==> src/rtl/sem_pkg.sv <==
// Shared types and constants for the Sobel RGB edge magnitude block.
`default_nettype none
package sem_pkg;

  localparam int unsigned CfgIdxW = 1;
  localparam logic [CfgIdxW-1:0] RegWidth  = 1'b0;
  localparam logic [CfgIdxW-1:0] RegHeight = 1'b1;
  localparam logic [10:0] WidthReset  = 11'd640;
  localparam logic [12:0] HeightReset = 13'd480;
  localparam logic [12:0] HeightLimit = 13'd4096;

  typedef struct packed {
    logic [7:0] red_in;
    logic [7:0] green_in;
    logic [7:0] blue_in;
  } pix_in_t;

  typedef struct packed {
    logic [7:0]  red_edge;
    logic [7:0]  green_edge;
    logic [7:0]  blue_edge;
    logic [11:0] out_row;
    logic [9:0]  out_col;
    logic        last_of_run;
    logic        frame_done;
  } pix_out_t;

  typedef logic [23:0] rgb_t;

  // One window snapshot plus the job list that it releases.
  typedef struct packed {
    rgb_t [8:0]  win;
    logic [3:0]  jobs;   // bit0 (0,0), bit1 (0,1), bit2 (1,0), bit3 (1,1)
    logic [11:0] row;
    logic [9:0]  col;
  } job_t;

endpackage
`default_nettype wire

==> src/rtl/sem_queue.sv <==
// Two-entry job queue between front and back ends.
`default_nettype none
module sem_queue (
  input  wire logic          clk_i,
  input  wire logic          rst_ni,
  input  wire logic          wr_valid_i,
  output logic               wr_ready_o,
  input  wire sem_pkg::job_t wr_data_i,
  output logic               rd_valid_o,
  input  wire logic          rd_ready_i,
  output sem_pkg::job_t      rd_data_o
);
  sem_pkg::job_t mem_q [2];
  logic       wp_q, rp_q;
  logic [1:0] cnt_q;
  logic       wr, rd;

  assign wr_ready_o = (cnt_q != 2'd2);
  assign rd_valid_o = (cnt_q != 2'd0);
  assign rd_data_o  = mem_q[rp_q];
  assign wr = wr_valid_i && wr_ready_o;
  assign rd = rd_valid_o && rd_ready_i;

  always_ff @(posedge clk_i) begin
    if (wr) mem_q[wp_q] <= wr_data_i;
  end

  always_ff @(posedge clk_i or negedge rst_ni) begin
    if (!rst_ni) begin
      wp_q <= 1'b0;
      rp_q <= 1'b0;
      cnt_q <= '0;
    end else begin
      if (wr) wp_q <= ~wp_q;
      if (rd) rp_q <= ~rp_q;
      cnt_q <= cnt_q + 2'(wr) - 2'(rd);
    end
  end
endmodule
`default_nettype wire

==> config.mk <==
export PLATFORM = sky130hd
export DESIGN_NAME = sem_queue
export DESIGN_NICKNAME = d
export VERILOG_FILES = /design/src/rtl/sem_pkg.sv /design/src/rtl/sem_queue.sv
export SDC_FILE = /design/constraint.sdc
export NUM_CORES = 1
export LEC_CHECK = 0
export BUFFER_PORTS_ARGS = -buffer_cell sky130_fd_sc_hd__buf_2
export CAP_MARGIN = 20
export CORE_MARGIN = 4
export CORE_UTILIZATION = 47
export DETAILED_ROUTE_END_ITERATION = 6
export GPL_ROUTABILITY_DRIVEN = 0
export HOLD_SLACK_MARGIN = 0.12
export PLACE_DENSITY = 0.79
export SLEW_MARGIN = 25
export SYNTH_ARGS = -nofsm -noshare
export SYNTH_HDL_FRONTEND = slang
export SYNTH_SLANG_ARGS = --single-unit
export TNS_END_PERCENT = 50
==> constraint.sdc <==
create_clock -name clk_i -period 11.71 [get_ports clk_i]
set_input_delay 1.171 -clock clk_i [delete_from_list [all_inputs] [get_ports clk_i]]
set_output_delay 1.171 -clock clk_i [all_outputs]
set_load 0.05 [all_outputs]
# Yosys cells after proc, flatten, opt, wreduce, memory -nomap -nowiden

Memory sizes are Yosys's and may differ from the RTL's.
Cells that the tools add are included.

Flip-flop bits (word level): 4
Bits in writable memories: 484
Input port bits: 246
Output and inout port bits: 244
Logic and storage cells: 14
Memories: 1

Add/subtract/negate cells: 2
Equality and inequality tests: 1
Mux-type cells: 2
Bitwise gates (word level): 2
Reductions and logical operators: 3

Memories:

| memory | words | width | read ports | clocked after Yosys merged registers in | wr ports | line            | RTL |
|---|---|---|---|---|---|---|---|
| mem_q  | 2     | 242   | 1          | 0                                       | 1        | sem_queue.sv:13 | `sem_pkg::job_t mem_q [2];` |

Operators by type and width:

| operator             | count |
|---|---|
| $add A2 B1 Y2        | 1 |
| $logic_and A1 B1 Y1  | 2 |
| $mux W1              | 2 |
| $ne A2 B2 Y1 const B | 1 |
| $not A1 Y1           | 2 |
| $reduce_bool A2 Y1   | 1 |
| $sub A2 B1 Y2        | 1 |

# Logic depth before layout (Yosys ltp)

Word-level depth: 4
Mapped depth: 7
Gate-level depth less buffers: 7

# Worst setup path after synthesis

OpenSTA, ideal clock, no wires.

Kind: input to register
Start: in wr_valid_i
End: mem mem_q[0][0] in the netlist's numbering, enable pin
Setup time: 0.850 ns
Arrival time: 11.317 ns
Data required time: 10.860 ns
Setup slack: -0.457 ns
Stages on the path: 2
Buffers on the path: 0
Path through: nand2_1 -> nor2_1

Word-level cells in the longest chain between the ends: 3

RTL lines:

| element                       | line            | RTL |
|---|---|---|
| start: declaration            | sem_queue.sv:6  | `input wire logic wr_valid_i,` |
| $logic_and A1 B1 Y1           | sem_queue.sv:21 | `assign wr = wr_valid_i && wr_ready_o;` |
| $mux W1                       | sem_queue.sv:25 | `if (wr) mem_q[wp_q] <= wr_data_i;` |
| $mux W1 (implied by the code) | sem_queue.sv:25 |  |
| end: declaration              | sem_queue.sv:13 |  |

Every way passes these cells.

==> results_dict.tcl <==
set metrics [dict create \
    post_synth_num_cell_types 16 \
    htreeDepth 2 \
    initial_utilization_pct 47.5 \
    port_buffers 489 \
    grt_pass1_vias 9579 \
    grt_setup_unrepaired "false" \
    cts-root-buf "clkbuf_16" \
    grt_pass1_wl_um 54900 \
    cp.required_ns 10.54 \
    p_per_area_mw_per_mm2 304 \
    yosys_warnings 0 \
    fin_skew_ns 0.00930 \
    core_area_mm2 0.0386 \
    endpoint_kind "output port" \
    syn_inst 770 \
    area_growth_pct 24.1 \
    ys_seq_area_share_pct 79.7 \
    first_pass_iters 4 \
    max_freq_mhz 232 \
    nNetsFinal 1538 \
    tritoncts "done" \
    wl_um 38000 \
    cts_max_path_buffers 3 \
    critPathLaunchType "flip-flop" \
    hold_viol_final 0 \
    worstPathArrival_ns 3.14 \
    drc 0 \
    boundaryPins 490 \
    ir_worst_vdd_uv 236 \
    regToRegSetupSlack_ns 8.04 \
    syn_nets 1018 \
    place_ws_ns 7.28 \
    antenna_left 0 \
    ys_seq_elements 488 \
    finalInstanceArea_mm2 0.0228 \
    clkTransAtPathRegs_ns 0.06 \
    netlist_area_mm2 0.0184 \
    drtIter0Drc 439 \
    numCtsBuffers 48 \
    grt-ovfl-total 0 \
    power_w 0.00693 \
    maxSlewHeadroom_pct 30.4 \
    worstHoldPathType "input pin to asynchronous set/reset pin" \
    max-cap-violations 0 \
    finalCritPeriodShare_pct 36.8 \
    dp.cells 1758 \
    crit_path_max_fanout 124 \
    via_count 9054 \
    fin_ws_ns 7.40 \
    die_h_um 206 \
    cts_hold_buf 0 \
    grt_max_degree 125 \
    postPlaceCellArea_mm2 0.0213 \
    finalCriticalPeriod_ns 4.31 \
    clkSinkCount 488 \
    dp_hpwl_um 25900 \
    wl_per_cell_um 20.5 \
    dieWidth_um 206 \
    worstMarginPinSlew_ns 1.04 \
    final_cell_mix "buf_2 (489), edfxtp_1 (484), mux2_4 (170)" \
    grtUsageTotal_pct 17.1 \
    layout_commonest_cell "buf_2" \
    postCtsSetupBuffers 0 \
    critical_path_class "flip-flop to output port" \
    outcome "finished, final reports clean" \
    finalSetupTns_ns 0 \
    slew_viol_final 0 \
    antenna_found_initial 14 \
    stdcell_count 1852 \
    setup_viol 0 \
    drive_gt1_share_pct 60.9 \
    ctsResizeCount 0 \
    n_fill_cell 2768 \
    clk_latency_ns 0.56 \
    p_leak_nw 8.95 \
    vias_per_cell 4.89 \
    row_count 72 \
    syn_area_per_cell_um2 23.8 \
    die-area_mm2 0.0423 \
]
[per-layer routing]
metal | track usage [%] | part of all wire, %
met1 | 19.1 | 36
met2 | 29.8 | 52
met3 | 5.77 | 8.5
met4 | 7.63 | 3.4
met5 | 0 | 0.17
[cells by family (layout without fill, tap and decap cells)]
logic type | Yosys count | after routing | share of synthesized area [%]
flops | 488 | 488 | 79.7
xor+xnor | 4 | 4 | 0.191
mux | 242 | 242 | 18.3
simple gates | 6 | 6 | 0.177
fa+ha+maj | 2 | 2 | 0.136
other cells | 0 | 9 | 0
buf+inv | 28 | 583 | 1.44
[flip-flops by register name (all words and copies together) (netlist names)]
| name | cells |
|---|---|
| cnt_q | 2 |
| mem_q | 484 |
| rp_q | 1 |
| wp_q | 1 |
[metrics by stage]
stage                     hold slack (ns)  util (%)
after floorplan                     0.479         -
after global placement              0.492      55.1
after detailed placement            0.543      55.1
after CTS                           0.366      58.9
after global routing                0.383      58.9
final                               0.411      58.9
[worst max-delay path: stages, from the launching register on]
cell	delay, ns
dfrtp_4	0.98
buf_12	0.63
mux2_2	0.43
buf_2	0.22
[cells in the mapped netlist (all sizes together)]
cell / instances / area (um2)
nand2b: 1 / 6.26
mux2: 242 / 3360
xnor2: 3 / 26.3
xor2: 1 / 8.76
buf: 27 / 260
dfrtp: 4 / 100
inv: 1 / 3.75
edfxtp: 484 / 14500
nor2: 1 / 3.75
and3: 1 / 6.26
ha: 2 / 25.0
nand2: 1 / 3.75
or2: 1 / 6.26
and2: 1 / 6.26
[worst paths after layout]
kind                                from             to  depth (start not counted)
max in group asynchronous         rst_ni           rp_q                          1
worst min-delay path              rst_ni           wp_q                          1
min in group clk_i                  wp_q           wp_q                          1
worst max register to register  cnt_q[0]   mem_q[0][76]                          5
worst min register to register      wp_q           wp_q                          1
worst max-delay path                rp_q  rd_data_o[52]                          3
[area by class of cell]
cell class | instances | area [um2] | share of cell area, %
Multi-Input combinational cell | 254 | 3470 | 15.2
Sequential cell | 488 | 14600 | 64.3
Inverter | 1 | 3.75 | 0.0165
Clock inverter | 19 | 149 | 0.654
Antenna cell | 9 | 22.5 | 0.0989
Tap cell | 518 | 648 | 2.85
Clock buffer | 66 | 1320 | 5.79
Timing Repair Buffer | 497 | 2530 | 11.1
[power breakdown]
part / internal [W] / switching [W] / total [W]
registers: 0.00239 / 0.000132 / 0.00252
logic: 0.000883 / 0.00208 / 0.00297
clock network: 0.000831 / 0.000607 / 0.00144
(Power assumes the default switching activity.)
