--- src/rtl/sem_pkg.sv ---
// Shared types and constants for the Sobel RGB edge magnitude block.
`default_nettype none
package sem_pkg;

  localparam int unsigned CfgIdxW = 1;
  localparam logic [CfgIdxW-1:0] RegWidth  = 1'b0;
  localparam logic [CfgIdxW-1:0] RegHeight = 1'b1;
  localparam logic [10:0] WidthReset  = 11'd640;
  localparam logic [12:0] HeightReset = 13'd480;
  localparam logic [12:0] HeightLimit = 13'd4096;

  typedef struct packed {
    logic [7:0] red_in;
    logic [7:0] green_in;
    logic [7:0] blue_in;
  } pix_in_t;

  typedef struct packed {
    logic [7:0]  red_edge;
    logic [7:0]  green_edge;
    logic [7:0]  blue_edge;
    logic [11:0] out_row;
    logic [9:0]  out_col;
    logic        last_of_run;
    logic        frame_done;
  } pix_out_t;

  typedef logic [23:0] rgb_t;

  // One window snapshot plus the job list that it releases.
  typedef struct packed {
    rgb_t [8:0]  win;
    logic [3:0]  jobs;   // bit0 (0,0), bit1 (0,1), bit2 (1,0), bit3 (1,1)
    logic [11:0] row;
    logic [9:0]  col;
  } job_t;

endpackage
`default_nettype wire

--- src/rtl/sem_back.sv ---
// Back end: per-result Sobel sums, serial rounded square root, output register.
`default_nettype none
module sem_back (
  input  wire logic          clk_i,
  input  wire logic          rst_ni,
  input  wire logic          job_valid_i,
  output logic               job_ready_o,
  input  wire sem_pkg::job_t job_i,
  output logic               out_valid_o,
  input  wire logic          out_stall_i,
  output sem_pkg::pix_out_t  out_data_o
);
  typedef enum logic [1:0] {Idle, Sums, Root, Hold} state_e;

  state_e      state_q;
  logic        vld_q;
  logic [3:0]  left_q;
  logic [1:0]  sel_q;
  logic [1:0]  ch_q;
  logic [22:0] rem_q, root_q, bit_q;
  logic [7:0]  res_q [3];
  sem_pkg::pix_out_t out_q;
  logic [1:0]  sel_d;
  logic [22:0] n_ch;
  logic [10:0] gx, gy;
  logic [22:0] sub;

  always_comb begin
    logic [7:0] v [9];
    logic [10:0] a, b;
    logic dr, dc;
    logic signed [22:0] gxw, gyw;
    sel_d = left_q[0] ? 2'd0 : left_q[1] ? 2'd1 : left_q[2] ? 2'd2 : 2'd3;
    dr = sel_q[1];
    dc = sel_q[0];
    for (int i = 0; i < 3; i++) begin
      for (int j = 0; j < 3; j++) begin
        if ((i + int'(dr)) < 3 && (j + int'(dc)) < 3)
          v[i*3+j] = 8'(job_i.win[(i + int'(dr))*3 + j + int'(dc)] >> (8*(2 - int'(ch_q))));
        else
          v[i*3+j] = '0;
      end
    end
    a  = 11'(v[2]) + 11'(2 * v[5]) + 11'(v[8]);
    b  = 11'(v[0]) + 11'(2 * v[3]) + 11'(v[6]);
    gx = a - b;
    a  = 11'(v[6]) + 11'(2 * v[7]) + 11'(v[8]);
    b  = 11'(v[0]) + 11'(2 * v[1]) + 11'(v[2]);
    gy = a - b;
    gxw  = 23'($signed(gx));
    gyw  = 23'($signed(gy));
    n_ch = 23'(gxw * gxw + gyw * gyw);
    sub = root_q + bit_q;
  end

  assign job_ready_o = (state_q == Hold) && (left_q == 4'd0) && (!vld_q || !out_stall_i);
  assign out_valid_o = vld_q;
  assign out_data_o = out_q;

  always_ff @(posedge clk_i or negedge rst_ni) begin
    if (!rst_ni) begin
      state_q <= Idle;
      vld_q   <= 1'b0;
      left_q  <= '0;
      sel_q   <= '0;
      ch_q    <= '0;
    end else begin
      if (vld_q && !out_stall_i) vld_q <= 1'b0;
      unique case (state_q)
        Idle: begin
          if (job_valid_i) begin
            left_q  <= job_i.jobs;
            state_q <= Hold;
          end
        end
        Hold: begin
          if (left_q == 4'd0) begin
            if (!vld_q || !out_stall_i) state_q <= Idle;
          end else if (!vld_q || !out_stall_i) begin
            sel_q   <= sel_d;
            ch_q    <= 2'd0;
            state_q <= Sums;
          end
        end
        Sums: begin
          rem_q  <= n_ch;
          root_q <= '0;
          bit_q  <= 23'h400000;
          state_q <= Root;
        end
        Root: begin
          if (bit_q == '0) begin
            res_q[ch_q] <= (rem_q > root_q) ?
              ((root_q >= 23'd255) ? 8'd255 : 8'(root_q + 23'd1)) :
              ((root_q > 23'd255) ? 8'd255 : root_q[7:0]);
            if (ch_q == 2'd2) begin
              out_q.red_edge   <= res_q[0];
              out_q.green_edge <= res_q[1];
              out_q.blue_edge  <= (rem_q > root_q) ?
                ((root_q >= 23'd255) ? 8'd255 : 8'(root_q + 23'd1)) :
                ((root_q > 23'd255) ? 8'd255 : root_q[7:0]);
              out_q.out_row <= job_i.row - 12'(!sel_q[1]);
              out_q.out_col <= job_i.col - 10'(!sel_q[0]);
              out_q.last_of_run <= ((left_q & ~(4'd1 << sel_q)) == 4'd0);
              out_q.frame_done  <= (sel_q == 2'd3);
              left_q  <= left_q & ~(4'd1 << sel_q);
              vld_q   <= 1'b1;
              state_q <= Hold;
            end else begin
              ch_q    <= ch_q + 2'd1;
              state_q <= Sums;
            end
          end else begin
            if (rem_q >= sub) begin
              rem_q  <= rem_q - sub;
              root_q <= (root_q >> 1) + bit_q;
            end else begin
              root_q <= root_q >> 1;
            end
            bit_q <= bit_q >> 2;
          end
        end
        default: state_q <= Idle;
      endcase
    end
  end
endmodule
`default_nettype wire

--- config.mk ---
export PLATFORM = sky130hd
export DESIGN_NAME = sem_back
export DESIGN_NICKNAME = d
export VERILOG_FILES = /design/src/rtl/sem_pkg.sv /design/src/rtl/sem_back.sv
export SDC_FILE = /design/constraint.sdc
export NUM_CORES = 1
export LEC_CHECK = 0
export BUFFER_PORTS_ARGS = -buffer_cell sky130_fd_sc_hd__clkbuf_2
export CORE_MARGIN = 10
export CORE_UTILIZATION = 45
export DETAILED_ROUTE_END_ITERATION = 16
export PLACE_DENSITY_LB_ADDON = 0.05
export SLEW_MARGIN = 0
export SYNTH_ARGS = -nofsm -noshare
export SYNTH_HDL_FRONTEND = slang
export SYNTH_SLANG_ARGS = --single-unit
--- constraint.sdc ---
create_clock -name clk_i -period 19.5 [get_ports clk_i]
set_input_delay 0 -clock clk_i [delete_from_list [all_inputs] [get_ports clk_i]]
set_output_delay 0 -clock clk_i [all_outputs]
set_load 0.02 [all_outputs]
# After elaboration in Yosys (flattened, before gate mapping)
# Memory sizes are Yosys's and may differ from the RTL's. A register that Yosys moved wholly into a read port is not among the register bits.
# Cells that the tools add are included.
# word_totals
memories	1
mem_bits_rw	24
register_bits	112
# mem_list
memory	words	width	rd	rd_clocked_by_memory_dff	write_ports	line_no	rtl
res_q	3	8	2	2	1	sem_back.sv:21	logic [7:0] res_q [3];
# classes
n_eq_ne	13
add_sub_neg	36
muxes	68
n_lt_le_gt_ge	18
multipliers	5
reduce_logical	31
shifts	9
bitwise	3
# ops
cell	n
$bmux W24 S4	8
$mux W24	16
$shr A24 B32 Y8	8
$add A32 B2 Y32	5
$lt A32 B6 Y1 const B	5
$pmux W23 S2	3
$mux W23	5
$mux W8	11
$add A32 B2 Y32 const B	2
$lt A32 B3 Y1 const B	2
$add A10 B8 Y11	4
$mul A11 B11 Y22	2
$add A8 B9 Y10	4
$add A22 B22 Y23	1
$add A22 B23 Y23	1
$add A23 B23 Y23	1
$ge A23 B23 Y1	1
$ge A23 B8 Y1 const B	1
$gt A23 B23 Y1	1
$gt A23 B8 Y1 const B	1
$logic_not A23 Y1	1
$sub A23 B23 Y23	1
$mux W2	11
$sub A11 B11 Y11	2
other kinds (44)	86

# Longest topological paths before layout
# depth
ltp_word	15
ltp_mapped	52
mapped_depth_nobuf	45

# Worst setup path after synthesis
# Ideal clock, no wire load.
# synth_path
path_type	reg2reg
from	register ch_q[0]
to	register rem_q[22] (data pin)
arrival_ns	12.032
setup_time_ns	0.269
setup_slack_ns	7.199
period_less_slack_ns	12.301
t_required_ns	19.231
path_stages_with_launch	47
path_buffers	10
cell_sequence	dfrtp_1 buf_4 buf_4 buf_2 inv_1 buf_2 buf_1 ha_1 clkbuf_1 clkbuf_1 clkbuf_1 buf_1 nand2_1 o21ai_0 nand2_1 fa_1 fa_1 inv_1 [... 11 more ...] nand2_1 fa_1 fa_1 inv_1 fa_1 fa_1 fa_1 fa_1 inv_1 fa_1 inv_1 ha_1 a2111o_1 a2111oi_2 o21ai_0 o211ai_1 xnor2_1 mux2i_1
# synth_via
elab_chain_cells	9
word_cells_on_any_way	31
classes_between	12 x add/sub; 2 x mul; 8 x shift; 9 x mux
# synth_lines
element	line_no	rtl
from (decl)	sem_back.sv:19	logic [1:0] ch_q;
from (signal assigned)	sem_back.sv:110	ch_q <= ch_q + 2'd1;
$sub A2 B2 Y3 *	sem_back.sv:39	v[i*3+j] = 8'(job_i.win[(i + int'(dr))*3 + j + int'(dc)] >> (8*(2 - int'(ch_q))));
$shr A24 B32 Y8	sem_back.sv:39	
$mux W8	sem_back.sv:38	if ((i + int'(dr)) < 3 && (j + int'(dc)) < 3)
$add A8 B9 Y10 (on tied branches)	-	
$add A10 B8 Y11 (on tied branches)	-	
$sub A11 B11 Y11 (on tied branches)	sem_back.sv:46, sem_back.sv:49	
$mul A11 B11 Y22	sem_back.sv:52	n_ch = 23'(gxw * gxw + gyw * gyw);
$add A22 B22 Y23 *	sem_back.sv:52	
$pmux W23 S2 *	sem_back.sv:69	unique case (state_q)
to (signal assigned)	sem_back.sv:86	rem_q <= n_ch;
to (signal assigned)	sem_back.sv:115	rem_q <= rem_q - sub;
to (decl)	sem_back.sv:20	logic [22:0] rem_q, root_q, bit_q;
# Every way passes the cells marked *; elsewhere a longest branch is shown, timed or not.
# A chain may end at the register's enable or synchronous reset.

# Worst setup path in the final report
# layout_path
from	register sel_q[1]
to	register rem_q[22] (data pin)
# layout_via
elab_chain_cells	15
word_cells_on_any_way	83
classes_between	26 x add/sub; 5 x mul; 3 x order compare; 8 x shift; 33 x mux; 8 x reduce/logical
# layout_lines
element	line_no	rtl
from (decl)	sem_back.sv:18	logic [1:0] sel_q;
from (signal assigned)	sem_back.sv:80	sel_q <= sel_d;
$add A2 B1 Y3 / $add A1 B1 Y2 (equally long branches)	sem_back.sv:38, sem_back.sv:39	
$mul A3 B2 Y5 / $mul A2 B2 Y4 (equally long branches)	sem_back.sv:39	
$add A32 B2 Y32 / $add A4 B2 Y5 (equally long branches)	sem_back.sv:39	
$add A32 B2 Y32 / $add A5 B1 Y6 (equally long branches)	sem_back.sv:39	
$bmux W24 S4	sem_back.sv:39	
$mux W24 (implied by the code) (2 in series)	sem_back.sv:39	
$shr A24 B32 Y8	sem_back.sv:39	
$mux W8	sem_back.sv:38	
$add A8 B9 Y10 (on tied branches)	sem_back.sv:47, sem_back.sv:44	
$add A10 B8 Y11 (on tied branches)	sem_back.sv:47, sem_back.sv:44	
$sub A11 B11 Y11 (on tied branches)	sem_back.sv:49, sem_back.sv:46	
$mul A11 B11 Y22	sem_back.sv:52	
$add A22 B22 Y23 *	sem_back.sv:52	
$pmux W23 S2 *	sem_back.sv:69	
# Every way passes the cells marked *; elsewhere a longest branch is shown, timed or not. The select of a mux whose other input is x is not followed.

==> impl_metrics.ini <==
[status]
status = complete, no violations

[final_layout]
fillers = 5863
layout-drive-gt1-share_pct = 20.3
area_delta_synth_final_pct = 11.1
fin_nets = 3895
fin_util_pct = 50.6
mostFrequentLayoutCells = inv_1 (438), fa_1 (304), clkbuf_2 (295), nand2_1 (245), ha_1 (194)
layout_commonest_cell = inv_1

[clocking]
cts-buffers-inserted = 17
cts_tree = yes
cts_num_sinks = 133
htreeDepth = 4
clkLatencyLatePin_ns = 0.45
cts_root_buf = clkbuf_16
clkTransAtPathRegs_ns = 0.07
clockBufferDepth = 2

[timing]
drv_slew = 0
hold_viol_final = 0
fin_crit_ns = 15.04
worst_slack_ns = 4.46
fin_crit_sh_pct = 77.1
fin_skew_ns = 0.0141
max_slew_margin_pct = 21.7
tns_ns = 0
fmax_ghz = 0.0665
setup_viol = 0
rsz0062_at_grt = false
tightestPinTransition_ns = 1.17

[synth]
ys_seq_area_share_pct = 14.0
synth-edff-count = 122
synthDistinctLibCells = 90
syn_area_mm2 = 0.0281
ys.flop_type = edfxtp_1
syn_area_per_cell_um2 = 9.67
synthArstFlopShare_pct = 8.27
yosysWarnings = 0
synth-seq-cells = 133
syn_nets = 3662
synth_cells = 2911

[global_routing]
grt_first_pass_wirelength_mm = 144
grt_remaining_overflow = 0
grt_antenna_before_repair = 6
grt_pass1_vias = 25000
grt_use_total_pct = 24.9
grt_max_degree = 112

[drt]
viasPerCell = 5.89
vias = 23500
first_pass_iters = 6
wl_per_cell_um = 22.9
drt_iter0_drc = 2168
drc_errors = 0
drt_wl_total_mm = 91.4
postRouteAntennaNets = 0

[critical_path]
path_common_cell = fa_1
r2r_setup_slack_ns = 4.46
endpoint_kind = register
crit_fanout = 48
worstSetupStartpointType = register
critPathMaxStageDelay_ns = 0.90
cp.arrival_ns = 15.21
r2r-start = sel_q[1]
cpMaxStageDelayCell = a31oi_1
reg2reg_depth = 42
cp.required_ns = 19.67
critPathKind = reg2reg
worst_r2r_endpoint = rem_q[22]

[worst_hold_path]
hold_path.class = in2reg
hold_depth = 4
worstHoldEndpoint = out_data_o[3]
holdCritStartpoint = job_i[1]

[floorplanning]
dieArea_mm2 = 0.0729
design.core.area_mm2 = 0.0618
die_h_um = 270
die_w_um = 270
num_rows = 91
start_util_pct = 45.5
ioPinCount = 296

[run]
cap_viol_max_count = 0

[placed_design]
dpl_worst_slack_ns = 4.60
hpwl_mm = 73.9
port_buffers = 295
gp_congestion = 0.936
## logic make-up after synthesis
kind of cell               after synthesis  share of synthesized area [%]
muxes                                  268                           18.1
DFF                                    133                           14.0
adders and majority gates              505                           30.6
buffers and inverters                  595                           8.62
xor gates and xnor gates               110                           3.52
AOI/OAI and AO/OA                      553                           12.6
and+or+nand+nor                        747                           12.6
## routing by layer
metal  global-route usage, %  share of wire, %  vias to the layer above
li1                        -                 -                    10700
met1                    31.4                40                    11900
met2                    44.1                51                      901
met3                    2.63               5.7                      127
met4                    8.07               3.0                        0
met5                       0                 0                        -
## worst max path at each step
stage	from	to	slack, ns	depth (start not counted)
4_1_cts	sel_q[1]	rem_q[22]	4.55	41
6_report	sel_q[1]	rem_q[22]	4.46	42
3_3_place_gp	sel_q[1]	rem_q[21]	4.78	41
5_1_grt	sel_q[1]	rem_q[22]	3.49	42
2_1_floorplan	ch_q[0]	rem_q[22]	7.20	46
3_5_place_dp	sel_q[1]	rem_q[22]	4.60	41
## repair_timing
action / 4_1_cts / 5_1_grt
hold buffers: 36 / 0
buffers inserted: 0 / 0
hold endpoints to repair: 35 / 0
resized for setup: 0 / 0
## synth_stat cells, drive strengths merged (17+ instances only)
cell	n	area share (%)
a22oi	23	0.61
and2	60	1.3
mux2i	61	2.2
a31oi	26	0.60
nor2b	22	0.49
ha	201	8.9
nor2	194	2.6
buf	74	1.7
mux4	191	15
nand2b	42	0.93
and3	17	0.40
o22ai	35	0.78
a211oi	37	1.0
a21o	24	0.64
a21oi	152	2.7
clkbuf	77	1.0
xnor2	57	1.9
edfxtp	122	13
nand2	245	3.3
nand3	36	0.64
xor2	53	1.6
nand4	20	0.44
o21ai	138	2.5
nor3	43	0.80
or2	21	0.47
fa	304	22
inv	442	5.9
## worst max-delay path: cells and delay by family (launching register included)
| kind | cells | cell delay [ns] |
|---|---|---|
| AO/OA/AOI/OAI | 11 | 2.78 |
| adder cells (fa/ha/maj) | 13 | 6.74 |
| AND/OR/NAND/NOR | 4 | 0.76 |
| XOR/XNOR | 1 | 0.15 |
| buffers and inverters | 11 | 3.20 |
| flip-flops | 1 | 0.34 |
| multiplexers | 2 | 0.73 |
## cell type report
class                   count  area [µm²]  area share, %
flip-flops and latches    133        3940           12.6
multi-input cells        2183       21800           69.8
inverters                 444        1670           5.33
well taps                 837        1050           3.35
clock inverters            15         230          0.736
clock buffers              17         425           1.36
diodes                      5        12.5         0.0400
repair buffers            365        2100           6.73
## per-stage QoR
stage	cell area, µm²	hold slack, ns	std cells
global placement	30200	-0.0785	3926
floorplan	28100	-0.296	2911
finish	31300	0.0211	3999
CTS	31300	0.00370	3994
detailed placement	30200	-0.0861	3926
global route	31300	0.0312	3999
## state kept, by name (all words and copies together) (netlist names)
register	count
out_data_o	48
rem_q	23
root_q	23
res_q	16
bit_q	12
left_q	4
ch_q	2
sel_q	2
state_q	2
out_valid_o	1
Power is left out: the tool's default activity adds up to more than one toggle a clock period on the data nets, which glitch-free logic cannot reach.
